**src/cia_pkg.sv**
```systemverilog
`default_nettype none
package cia_pkg;
   localparam logic [1:0] OP_READ  = 2'd0;
   localparam logic [1:0] OP_WRITE = 2'd1;
   localparam logic [1:0] OP_TICK  = 2'd2;
   localparam logic [1:0] OP_KEY   = 2'd3;

   localparam logic [3:0] REG_PRA   = 4'd0;
   localparam logic [3:0] REG_PRB   = 4'd1;
   localparam logic [3:0] REG_DDRA  = 4'd2;
   localparam logic [3:0] REG_DDRB  = 4'd3;
   localparam logic [3:0] REG_TALO  = 4'd4;
   localparam logic [3:0] REG_TAHI  = 4'd5;
   localparam logic [3:0] REG_TBLO  = 4'd6;
   localparam logic [3:0] REG_TBHI  = 4'd7;
   localparam logic [3:0] REG_TOD10 = 4'd8;
   localparam logic [3:0] REG_TODS  = 4'd9;
   localparam logic [3:0] REG_TODM  = 4'd10;
   localparam logic [3:0] REG_TODH  = 4'd11;
   localparam logic [3:0] REG_SDR   = 4'd12;
   localparam logic [3:0] REG_ICR   = 4'd13;
   localparam logic [3:0] REG_CRA   = 4'd14;
   localparam logic [3:0] REG_CRB   = 4'd15;

   localparam logic [15:0] TA_RESET = 16'h4025;
   localparam logic [15:0] TB_RESET = 16'hFFFF;

   localparam int REQ_WIDTH = 40;
   localparam int RSP_WIDTH = 32;

   typedef struct packed {
      logic [1:0]  op;
      logic [3:0]  reg_index;
      logic [7:0]  write_data;
      logic [15:0] elapsed_cycles;
      logic [2:0]  key_col;
      logic [2:0]  key_row;
      logic        key_down;
   } req_type;

   // Packed with read_data in the lowest bits.
   typedef struct packed {
      logic [15:0] video_bank_base;
      logic        nmi_pulse;
      logic        irq_pulse;
      logic [7:0]  read_data;
   } rsp_type;
endpackage
`default_nettype wire

```
**src/complex_interface_adapter_core.sv**
```systemverilog
// A response is registered in the output register, or in the skid stage on a stall.
// Throughput: one request per cycle unless the skid stage is full; the output
// register and the skid stage let a new request enter while a response still waits.
// Reset: synchronous, active high; all peripheral registers take their documented
// values, with the key matrix all ones and the time of day running.
`default_nettype none
module complex_interface_adapter_core (
   input  wire logic        clock,
   input  wire logic        reset,
   input  wire logic        csr_valid,
   output logic             csr_ready,
   input  wire logic        csr_data,
   input  wire logic        req_tvalid,
   output logic             req_tready,
   // op
   input  wire logic [1:0]  req_tuser,
   // reg_index, write_data, elapsed_cycles, key_col, key_row, key_down
   input  wire logic [cia_pkg::REQ_WIDTH-1:0] req_tdata,
   output logic             rsp_tvalid,
   input  wire logic        rsp_tready,
   // read_data, irq_pulse, nmi_pulse, video_bank_base (bits 25:0)
   output logic [cia_pkg::RSP_WIDTH-1:0] rsp_tdata
);
   import cia_pkg::*;

   logic second_ff;
   logic [7:0] pa_ff, pb_ff, da_ff, db_ff, cra_ff, crb_ff, sdr_ff;
   logic [15:0] la_ff, ca_ff, lb_ff, cb_ff, lca_ff, bank_ff;
   logic [3:0] mask_ff;
   logic [4:0] flags_ff;
   logic [31:0] tod_ff, snap_ff;
   logic run_ff, latched_ff;
   logic [7:0] km_ff [8];

   logic [7:0] pa_in, pb_in, da_in, db_in, cra_in, crb_in, sdr_in;
   logic [15:0] la_in, ca_in, lb_in, cb_in, lca_in, bank_in;
   logic [3:0] mask_in;
   logic [4:0] flags_in;
   logic [31:0] tod_in, snap_in;
   logic run_in, latched_in;
   logic [7:0] km_in [8];

   // Output register plus skid register.
   logic out_v_ff, skid_v_ff;
   rsp_type out_ff, skid_ff;
   rsp_type res;

   req_type rq;
   logic acc;
   assign rq = '{op: req_tuser, reg_index: req_tdata[3:0], write_data: req_tdata[11:4],
                 elapsed_cycles: req_tdata[27:12], key_col: req_tdata[30:28],
                 key_row: req_tdata[33:31], key_down: req_tdata[34]};
   assign req_tready = !skid_v_ff;
   assign acc = req_tvalid && req_tready;
   assign csr_ready = 1'b1;
   assign rsp_tvalid = out_v_ff;
   assign rsp_tdata = {6'd0, out_ff};

   logic [15:0] ta_next, tb_next;
   logic ta_uf, tb_uf;
   cia_timer u_ta (.count(ca_ff), .latch(la_ff), .control(cra_ff), .elapsed(rq.elapsed_cycles),
                   .count_next(ta_next), .underflow(ta_uf));
   cia_timer u_tb (.count(cb_ff), .latch(lb_ff), .control(crb_ff), .elapsed(rq.elapsed_cycles),
                   .count_next(tb_next), .underflow(tb_uf));

   logic [7:0] key_val, inv_pa, rd, wd, hv, t8, s8;
   logic [2:0] row;
   logic [3:0] sel;
   logic fired, fa, fb;
   always_comb begin
      inv_pa = ~pa_ff;
      row = 3'd0;
      for (int i = 1; i < 8; i++) if (inv_pa[i]) row = 3'(i);
      key_val = (pa_ff == 8'hFF || pa_ff == 8'h00) ? 8'hFF : km_ff[row];
   end

   always_comb begin
      pa_in = pa_ff; pb_in = pb_ff; da_in = da_ff; db_in = db_ff;
      cra_in = cra_ff; crb_in = crb_ff; sdr_in = sdr_ff;
      la_in = la_ff; ca_in = ca_ff; lb_in = lb_ff; cb_in = cb_ff; lca_in = lca_ff;
      bank_in = bank_ff; mask_in = mask_ff; flags_in = flags_ff;
      tod_in = tod_ff; snap_in = snap_ff; run_in = run_ff; latched_in = latched_ff;
      km_in = km_ff;
      rd = 8'd0; fired = 1'b0; fa = 1'b0; fb = 1'b0;
      wd = rq.write_data; hv = 8'd0; t8 = 8'd0; s8 = 8'd0;
      sel = {wd[4], wd[2:0]};
      unique case (rq.op)
         OP_READ: begin
            unique case (rq.reg_index)
               REG_PRA:  rd = second_ff ? (pa_ff | ~(da_ff & 8'h3F)) : key_val;
               REG_PRB:  rd = second_ff ? (pb_ff | ~(db_ff & 8'h3F)) : key_val;
               REG_DDRA: rd = da_ff;
               REG_DDRB: rd = db_ff;
               REG_TALO: rd = ca_ff[7:0];
               REG_TAHI: rd = ca_ff[15:8];
               REG_TBLO: rd = cb_ff[7:0];
               REG_TBHI: rd = cb_ff[15:8];
               REG_TOD10: begin
                  rd = latched_ff ? snap_ff[7:0] : tod_ff[7:0];
                  latched_in = 1'b0;
               end
               REG_TODS: rd = latched_ff ? snap_ff[15:8] : tod_ff[15:8];
               REG_TODM: rd = latched_ff ? snap_ff[23:16] : tod_ff[23:16];
               REG_TODH: begin
                  latched_in = 1'b1;
                  snap_in = tod_ff;
                  rd = tod_ff[31:24];
               end
               REG_SDR: rd = sdr_ff;
               REG_ICR: begin
                  rd = {flags_ff[4], 2'b00, flags_ff[3], 1'b0, flags_ff[2:0]};
                  flags_in = 5'd0;
               end
               REG_CRA: rd = cra_ff & 8'hEF;
               REG_CRB: rd = crb_ff & 8'hEF;
            endcase
         end
         OP_WRITE: begin
            unique case (rq.reg_index)
               REG_PRA: begin
                  pa_in = wd;
                  if (second_ff) bank_in = {~wd[1:0], 14'd0};
               end
               REG_PRB:  pb_in = wd;
               REG_DDRA: da_in = wd;
               REG_DDRB: db_in = wd;
               REG_TALO: la_in = {la_ff[15:8], wd};
               REG_TAHI: begin
                  la_in = {wd, la_ff[7:0]};
                  if (!cra_ff[0]) ca_in = {wd, la_ff[7:0]};
               end
               REG_TBLO: lb_in = {lb_ff[15:8], wd};
               REG_TBHI: begin
                  lb_in = {wd, lb_ff[7:0]};
                  if (!crb_ff[0]) cb_in = {wd, lb_ff[7:0]};
               end
               REG_TOD10: begin
                  tod_in[7:0] = {4'd0, wd[3:0]};
                  run_in = 1'b1;
               end
               REG_TODS: tod_in[15:8] = {1'b0, wd[6:0]};
               REG_TODM: tod_in[23:16] = {1'b0, wd[6:0]};
               REG_TODH: begin
                  hv = wd & 8'h9F;
                  // In 60 Hz mode an hour of twelve has its AM/PM bit flipped.
                  if (hv[4:0] == 5'h12 && !cra_ff[7]) hv[7] = ~hv[7];
                  tod_in[31:24] = hv;
                  run_in = 1'b0;
               end
               REG_SDR: sdr_in = wd;
               REG_ICR: mask_in = wd[7] ? (mask_ff | sel) : (mask_ff & ~sel);
               REG_CRA: cra_in = wd | (cra_ff & 8'h10);
               REG_CRB: crb_in = wd | (crb_ff & 8'h10);
            endcase
         end
         OP_TICK: begin
            ca_in = ta_next;
            cra_in[4] = 1'b0;
            if (ta_uf && mask_ff[0]) begin
               fa = 1'b1;
               flags_in = flags_in | 5'h11;
            end
            if (ta_uf && cra_ff[3]) cra_in[0] = 1'b0;
            crb_in[4] = 1'b0;
            if (crb_ff[6]) begin
               cb_in = crb_ff[4] ? lb_ff : cb_ff;
               if (crb_ff[0]) begin
                  // Chained mode: timer B follows timer A and fires on its reload.
                  cb_in = ta_next;
                  lca_in = ta_next;
                  if (ta_next > lca_ff) begin
                     if (mask_ff[1]) begin
                        fb = 1'b1;
                        flags_in = flags_in | 5'h12;
                     end
                     if (crb_ff[3]) crb_in[0] = 1'b0;
                  end
               end
            end else begin
               cb_in = tb_next;
               if (tb_uf && mask_ff[1]) begin
                  fb = 1'b1;
                  flags_in = flags_in | 5'h12;
               end
               if (tb_uf && crb_ff[3]) crb_in[0] = 1'b0;
            end
            fired = fa | fb;
            if (run_ff) begin
               t8 = {4'd0, tod_ff[3:0] + 4'd1};
               s8 = tod_ff[15:8];
               if (t8 == 8'h0A) begin
                  t8 = 8'd0;
                  s8 = (s8 + 8'd1) & 8'h7F;
                  if (s8[3:0] == 4'hA) begin
                     s8 = (s8 + 8'd6) & 8'h7F;
                     if (s8 == 8'h60) s8 = 8'd0;
                  end
               end
               tod_in[15:0] = {s8, t8};
            end
         end
         OP_KEY: begin
            if (rq.key_down) begin
               pa_in[rq.key_col] = 1'b0;
               pb_in[rq.key_row] = 1'b0;
               km_in[rq.key_col][rq.key_row] = 1'b0;
            end else begin
               pa_in[rq.key_col] = 1'b1;
               pb_in[rq.key_row] = 1'b1;
               km_in[rq.key_col][rq.key_row] = 1'b1;
            end
         end
      endcase
      res = '{video_bank_base: bank_in, nmi_pulse: fired & second_ff,
              irq_pulse: fired & ~second_ff, read_data: rd};
   end

   always_ff @(posedge clock) begin
      if (reset) begin
         second_ff <= 1'b0;
         pa_ff <= 8'hFF; pb_ff <= 8'hFF; da_ff <= 8'hFF; db_ff <= 8'hFF;
         la_ff <= TA_RESET; ca_ff <= TA_RESET; lb_ff <= TB_RESET; cb_ff <= TB_RESET;
         lca_ff <= 16'd0; cra_ff <= 8'h81; crb_ff <= 8'h00;
         mask_ff <= 4'h1; flags_ff <= 5'd0; tod_ff <= 32'd0; snap_ff <= 32'd0;
         run_ff <= 1'b1; latched_ff <= 1'b0; sdr_ff <= 8'd0; bank_ff <= 16'd0;
         for (int i = 0; i < 8; i++) km_ff[i] <= 8'hFF;
         out_v_ff <= 1'b0; skid_v_ff <= 1'b0;
      end else begin
         if (csr_valid) second_ff <= csr_data;
         if (acc) begin
            pa_ff <= pa_in; pb_ff <= pb_in; da_ff <= da_in; db_ff <= db_in;
            la_ff <= la_in; ca_ff <= ca_in; lb_ff <= lb_in; cb_ff <= cb_in;
            lca_ff <= lca_in; cra_ff <= cra_in; crb_ff <= crb_in;
            mask_ff <= mask_in; flags_ff <= flags_in; tod_ff <= tod_in; snap_ff <= snap_in;
            run_ff <= run_in; latched_ff <= latched_in; sdr_ff <= sdr_in; bank_ff <= bank_in;
            km_ff <= km_in;
         end
         if (!out_v_ff || rsp_tready) begin
            if (skid_v_ff) begin
               out_v_ff <= 1'b1; out_ff <= skid_ff; skid_v_ff <= 1'b0;
            end else begin
               out_v_ff <= acc;
               if (acc) out_ff <= res;
            end
         end else if (acc) begin
            skid_v_ff <= 1'b1; skid_ff <= res;
         end
      end
   end
endmodule
`default_nettype wire

```
**src/cia_timer.sv**
```systemverilog
`default_nettype none
module cia_timer (
   input  wire logic [15:0] count,
   input  wire logic [15:0] latch,
   input  wire logic [7:0]  control,
   input  wire logic [15:0] elapsed,
   output logic      [15:0] count_next,
   output logic             underflow
);
   logic [15:0] start;
   always_comb begin
      start = control[4] ? latch : count;
      count_next = start;
      underflow = 1'b0;
      if (control[0]) begin
         if (elapsed > start) begin
            count_next = latch;
            underflow = 1'b1;
         end else begin
            count_next = start - elapsed;
         end
      end
   end
endmodule
`default_nettype wire

```
**config.mk**
```make
export PLATFORM = sky130hd
export DESIGN_NAME = complex_interface_adapter_core
export DESIGN_NICKNAME = d
export VERILOG_FILES = /design/src/cia_pkg.sv /design/src/complex_interface_adapter_core.sv /design/src/cia_timer.sv
export SDC_FILE = /design/constraint.sdc
export NUM_CORES = 1
export LEC_CHECK = 0
export BUFFER_PORTS_ARGS = -buffer_cell sky130_fd_sc_hd__buf_2
export CAP_MARGIN = 20
export CORE_UTILIZATION = 55
export CTS_BUF_LIST = sky130_fd_sc_hd__clkbuf_8
export CTS_CLUSTER_SIZE = 10
export DETAILED_ROUTE_END_ITERATION = 6
export HOLD_SLACK_MARGIN = 0.08
export PLACE_DENSITY = 0.75
export RECOVER_POWER = 100
export SYNTH_ARGS = -nofsm -noshare
export SYNTH_HDL_FRONTEND = slang
export SYNTH_HIERARCHICAL = 1
export SYNTH_SLANG_ARGS = --single-unit
```
**constraint.sdc**
```tcl
create_clock -name clock -period 14.05 [get_ports clock]
set_clock_uncertainty 0.15 [all_clocks]
set_input_delay 2.1075 -clock clock [delete_from_list [all_inputs] [get_ports clock]]
set_output_delay 2.1075 -clock clock [all_outputs]
set_load 0.01 [all_outputs]
```
After elaboration in Yosys (flattened, before gate mapping)
Cells that the tools add are included.
{"block": "totals", "regBits": 334, "elab_cells": 284}
{"block": "classes", "addsub": 5, "magnitude_cmp": 10, "eq_ne": 38, "n_mux": 98, "bitwise_logic": 33, "n_reduce_logical": 53}
{"cell": "$mux 16", "count": 16}
{"cell": "$pmux 16 s2", "count": 5}
{"cell": "$mux 8", "count": 17}
{"cell": "$pmux 8 s16", "count": 1}
{"cell": "$and 64x64->64", "count": 1}
{"cell": "$mux 64", "count": 1}
{"cell": "$not 64->64", "count": 1}
{"cell": "$or 64x64->64", "count": 1}
{"cell": "$reduce_and 3->1", "count": 18}
{"cell": "$mux 26", "count": 2}
{"cell": "$gt 16x16->1", "count": 3}
{"cell": "$mux 5", "count": 9}
{"cell": "$eq 4x4->1 const B", "count": 10}
{"cell": "$reduce_and 4->1", "count": 10}
{"cell": "$or 8x8->8", "count": 4}
{"cell": "$pmux 8 s2", "count": 2}
{"cell": "$sub 16x16->16", "count": 2}
{"cell": "$bmux 8 s3", "count": 1}
{"cell": "$demux 8 s3", "count": 1}
{"cell": "$mux 1", "count": 24}
{"cell": "$not 8->8", "count": 3}
{"cell": "$and 8x8->8", "count": 2}
{"cell": "$eq 4x3->1 const B", "count": 4}
{"cell": "$ne 2x1->1 const B", "count": 8}
{"cell": "43 further kinds", "count": 91}

Depth between registers and ports, before layout
{"block": "logic_depth", "depth_word": 18, "ltp_mapped": 21, "mapped_depth_nobuf": 18}

By module
Netlist, hierarchy kept.
{"module": "complex_interface_adapter_core", "instances": 1, "cells_each": 1820, "area_each_um2": 15747.6, "seq_area_each_um2": 6886.6}
{"module": "cia_timer at u_tb", "instances": 1, "cells_each": 198, "area_each_um2": 1441.4, "seq_area_each_um2": 0.0}
{"module": "cia_timer at u_ta", "instances": 1, "cells_each": 203, "area_each_um2": 1407.6, "seq_area_each_um2": 0.0}

Worst setup path after synthesis
OpenSTA, ideal clock, no wires.
{"block": "synth_timing", "path_kind": "input-to-reg", "from": "input port req_tdata[12] in the netlist's numbering", "to": "register out_ff (netlist bit rsp_tdata[8]) (data pin)", "t_arrival_ns": 5.540, "t_required_ns": 13.632, "slack_ns": 8.091, "path_stages": 16, "path_buffers": 1, "path_cell_list": "ha_1 > fa_1 > nand2b_1 > a211o_1 > a21oi_2 > o22ai_2 > buf_4 > a221oi_1 > ha_1 > a2111oi_0 > o21ai_0 > a221oi_1 > o31a_1 > o21ai_0 > nand2_1 > o31ai_1"}
{"block": "synth_via", "elab_chain_len": 13, "word_cells_on_any_way": 24}
{"element": "start, declared", "line_no": "complex_interface_adapter_core.sv:18", "rtl": "input wire logic [cia_pkg::REQ_WIDTH-1:0] req_tdata,"}
{"element": "$sub 16x16->16 / $gt 16x16->1 (equally long branches)", "line_no": "cia_timer.sv:20, cia_timer.sv:16"}
{"element": "$mux 16 (*)", "line_no": "cia_timer.sv:16", "rtl": "if (elapsed > start) begin"}
{"element": "$mux 16 (*)", "line_no": "cia_timer.sv:15", "rtl": "if (control[0]) begin"}
{"element": "named net ta_next[11]", "line_no": "complex_interface_adapter_core.sv:59", "rtl": "logic [15:0] ta_next, tb_next;"}
{"element": "$gt 16x16->1 (*)", "line_no": "complex_interface_adapter_core.sv:171", "rtl": "if (ta_next > lca_ff) begin"}
{"element": "$mux 1 (*)", "line_no": "complex_interface_adapter_core.sv:171"}
{"element": "$mux 1 (*)", "line_no": "complex_interface_adapter_core.sv:167", "rtl": "if (crb_ff[0]) begin"}
{"element": "$mux 1 (*)", "line_no": "complex_interface_adapter_core.sv:165", "rtl": "if (crb_ff[6]) begin"}
{"element": "$mux 1 (*)", "line_no": "complex_interface_adapter_core.sv:87", "rtl": "unique case (rq.op)"}
{"element": "$or 1x1->1 (*)", "line_no": "complex_interface_adapter_core.sv:187", "rtl": "fired = fa | fb;"}
{"element": "$mux 1 (*)", "line_no": "complex_interface_adapter_core.sv:87"}
{"element": "$and 1x1->1 (*)", "line_no": "complex_interface_adapter_core.sv:215", "rtl": "irq_pulse: fired & ~second_ff, read_data: rd};"}
{"element": "$mux 26 (*)", "line_no": "complex_interface_adapter_core.sv:243", "rtl": "if (acc) out_ff <= res;"}
{"element": "$mux 26 (*)", "line_no": "complex_interface_adapter_core.sv:239", "rtl": "if (skid_v_ff) begin"}
{"element": "end signal, assigned", "line_no": "complex_interface_adapter_core.sv:243"}
{"element": "end, declared", "line_no": "complex_interface_adapter_core.sv:45", "rtl": "rsp_type out_ff, skid_ff;"}
The timed path passes the listed nets; every way through them passes the cells marked *. The select of a mux whose other input is x is not followed.
A chain may end at the register's enable or synchronous reset.

Worst setup path after layout
{"block": "layout_timing", "from": "input port reset", "to": "register km_ff[39] in the netlist's numbering"}
{"element": "start, declared", "line_no": "complex_interface_adapter_core.sv:9", "rtl": "input wire logic reset,"}
{"element": "end signal, assigned", "line_no": "complex_interface_adapter_core.sv:236", "rtl": "km_ff <= km_in;"}
{"element": "end, declared", "line_no": "complex_interface_adapter_core.sv:33", "rtl": "logic [7:0] km_ff [8];"}
No word-level cell between the ends.

==> out/results.txt <==
CTS root buffer -> clkbuf_8
Nets -> 2,304
Worst EP arrival -> 10,310 ps
Std-Cell Core Area -> 32,900 µm²
Top-Level Pins -> 83
Total Die Area -> 34,600 µm²
Synth-to-Final Area Change -> 7.63%
Hold Crit Class -> reg -> reg
Leakage -> 7.50 nW
Status -> finished with violations
Area of the multi-input gates -> 10,600 µm²
CP required -> 14,390 ps
Mean number of vias per cell -> 6.42
Gr ovfl total -> 0
Final Critical Period -> 9970 ps
DRT Pass-1 Iters -> 6
Place WS -> 6760 ps
Clock buffer count from CTS -> 54
CTS Hold Bufs -> 0
Crit start category -> primary input
CTS tree -> done
Final period utilization -> 0.710
Seq/Total Area, Yosys -> 0.370
Setup WS post-layout -> 4080 ps
Setup bufs post-CTS -> 0
GRT Util Overall -> 0.326
Site Rows -> 66
Maximum Capacitance Violations -> 6
Syn Area/Cell -> 8.37 µm²
Seq cells post-synth -> 318
Vias in the first global route -> 15,592
Worst Tran Pin Value -> 4150 ps
Fin. max-slew vios -> 184
Final hold vios -> 0
H-tree levels -> 2
Filler cell count -> 2,924
Setup crit end kind -> flop
First-pass GRT wire length -> 87,600 µm
Via count -> 17,199
Setup TNS -> 0 ps
CP max stage delay -> 3000 ps
Total Wirelength -> 57,100 µm
Async S/R FF share, synth -> 0
Post-Syn Area -> 18,600 µm²
RSZ-0062 raised after global routing -> no
Maximum clock insertion buffer count -> 3
VDD IR max -> 0.0000756 V
DRC errors left -> 0
Cts repair resizes -> 0
Commonest register cell after synthesis -> dfxtp_1
Register area -> 6890 µm²
Initial antenna violation count -> 0
EDFF count, synth -> 52
Slowest CP cell -> clkbuf_1
Failing checks -> max-capacitance violations, max-slew violations
Die Ht -> 186 µm
Layout cells sized above 1 -> 0.111
Starting Density -> 0.566
Max_slew headroom -> -1.77
Hpwl dp -> 38,900 µm
Yosys cell types -> 95
Synthesized instance count -> 2,221
Crit Path Class -> in -> reg
Initial DRC count -> 2,155
Cell area power density -> 115 nW/µm²
Cells along the critical path -> clkbuf_1 -> clkbuf_1 -> clkinvlp_2 -> buf_4 -> o311ai_0
Number of port buffers -> 70
Critical path peak fanout -> 110
CP Buf/Inv Count -> 4
Clk pin slew, worst setup/hold paths -> 70 ps
WL/cell -> 21.3 µm
# diodes -> 0
Die width -> 186 µm
Most numerous cell on the critical path -> clkbuf_1
Worst-Skew Late Latency -> 620 ps
# setup viols final -> 0
ANT nets after route -> 0
Clk sinks -> 318
Number of synthesis warnings -> 6
Fmax -> 100 MHz
Pin count of the biggest net entering global routing -> 111
Top Family by Delay on Critical Path -> buffers and inverters
RD Place Congestion -> 0.972
[tightest hold or removal path, cell delays in order, from the launching register on]
cell and delay [ps]:
dfxtp_1 310, nand2_1 50, a21oi_1 50
[per-layer routing]
metal  routed length (µm)  track usage  vias to the layer above
li1                     -            -                     8036
met1                24600        0.460                     8122
met2                25000        0.498                      880
met3                 5430       0.0522                      161
met4                 2060        0.124                        0
met5                    0            0                        -
[layout by cell type (no fill, tap or decap), types with 10 or more instances in the layout]
| master | instances |
|---|---|
| a211oi_1 | 27 |
| a21o_1 | 10 |
| a21oi_1 | 168 |
| a221o_1 | 10 |
| a221oi_1 | 12 |
| a22oi_1 | 11 |
| a31oi_1 | 21 |
| and2_0 | 28 |
| and2_1 | 16 |
| and3_1 | 12 |
| buf_2 | 39 |
| buf_4 | 18 |
| clkbuf_1 | 38 |
| clkbuf_8 | 60 |
| dfxtp_1 | 265 |
| edfxtp_1 | 52 |
| ha_1 | 56 |
| inv_1 | 97 |
| mux2_2 | 65 |
| mux2i_1 | 90 |
| nand2_1 | 296 |
| nand2b_1 | 21 |
| nand3_1 | 47 |
| nand4_1 | 17 |
| nor2_1 | 171 |
| nor2b_1 | 24 |
| nor3_1 | 17 |
| o211ai_1 | 51 |
| o21a_1 | 11 |
| o21ai_0 | 157 |
| o22ai_1 | 20 |
| o311ai_0 | 71 |
| o31ai_1 | 10 |
| xnor2_1 | 19 |
| xor2_1 | 16 |
[cell type report]
cell class / instances / share of cell area
multi-input cells: 1637 / 0.528
flip-flops and latches: 318 / 0.344
clock buffers: 60 / 0.0413
well taps: 442 / 0.0276
repair buffers: 97 / 0.0244
clock inverters: 38 / 0.0178
inverters: 89 / 0.0168
[Yosys cell counts, drive strengths merged (25+ instances only)]
cell,count,share of area
ha,57,0.038
mux2i,90,0.048
mux2,65,0.039
buf,65,0.020
a21oi,171,0.047
nor2,173,0.035
dfxtp,266,0.29
nand2,296,0.060
o21ai,163,0.045
edfxtp,52,0.084
o311ai,71,0.033
nor2b,25,0.0088
o211ai,51,0.021
clkbuf,117,0.024
a211oi,28,0.012
and2,45,0.015
nand3,47,0.013
inv,89,0.018
[state kept, by name, summed over array words and instances, names as in the netlist, 2 cells and up]
register,flops
pb_ff,6
snap_ff,18
pa_ff,8
ca_ff,16
km_ff,64
da_ff,8
lca_ff,16
la_ff,16
db_ff,8
cra_ff,8
flags_ff,3
tod_ff,24
rsp_tdata,26
lb_ff,16
mask_ff,2
bank_ff,16
crb_ff,8
skid_ff,26
sdr_ff,8
cb_ff,16
[final timing paths]
path / start / to / slack [ps] / depth (start not counted)
worst max-delay path: reset / km_ff[39]$_SDFFE_PP1P_ / 4080 / 5
worst min-delay path: snap_ff[3]$_SDFFE_PP0P_ / snap_ff[3]$_SDFFE_PP0P_ / 300 / 2
worst max register to register: cra_ff[4]$_SDFFE_PP0P_ / rsp_tdata[8]$_DFFE_PP_ / 6580 / 17
worst min register to register: snap_ff[3]$_SDFFE_PP0P_ / snap_ff[3]$_SDFFE_PP0P_ / 300 / 2
[power breakdown]
group	switching [mW]	internal (mW)
Clock	0.410	0.509
Combinational	0.266	0.143
Sequential	0.0227	0.944
Total	0.698	1.60
[cell families after synthesis]
family	after synthesis	synth area share
multiplexers	160	0.0939
other	2	0.000404
AO/OA/AOI/OAI	676	0.244
buffers and inverters	271	0.0616
adder cells (fa/ha/maj)	59	0.0405
flip-flops	318	0.370
AND/OR/NAND/NOR	700	0.173
XOR/XNOR	35	0.0165
[through the flow]
stage / cell area [µm²] / util / total power [mW] / hold slack [ps] / std cells
2_1_floorplan: 18600 / - / 1.27 / 271 / 2226
3_3_place_gp: 18900 / 0.575 / 1.37 / 283 / 2581
3_5_place_dp: 18900 / 0.576 / 1.38 / 285 / 2582
4_1_cts: 20100 / 0.612 / 2.29 / 304 / 2680
5_1_grt: 20000 / 0.609 / 2.37 / 323 / 2681
6_report: 20000 / 0.609 / 2.29 / 304 / 2681
No activity file was read; power rests on OpenSTA's default activity.
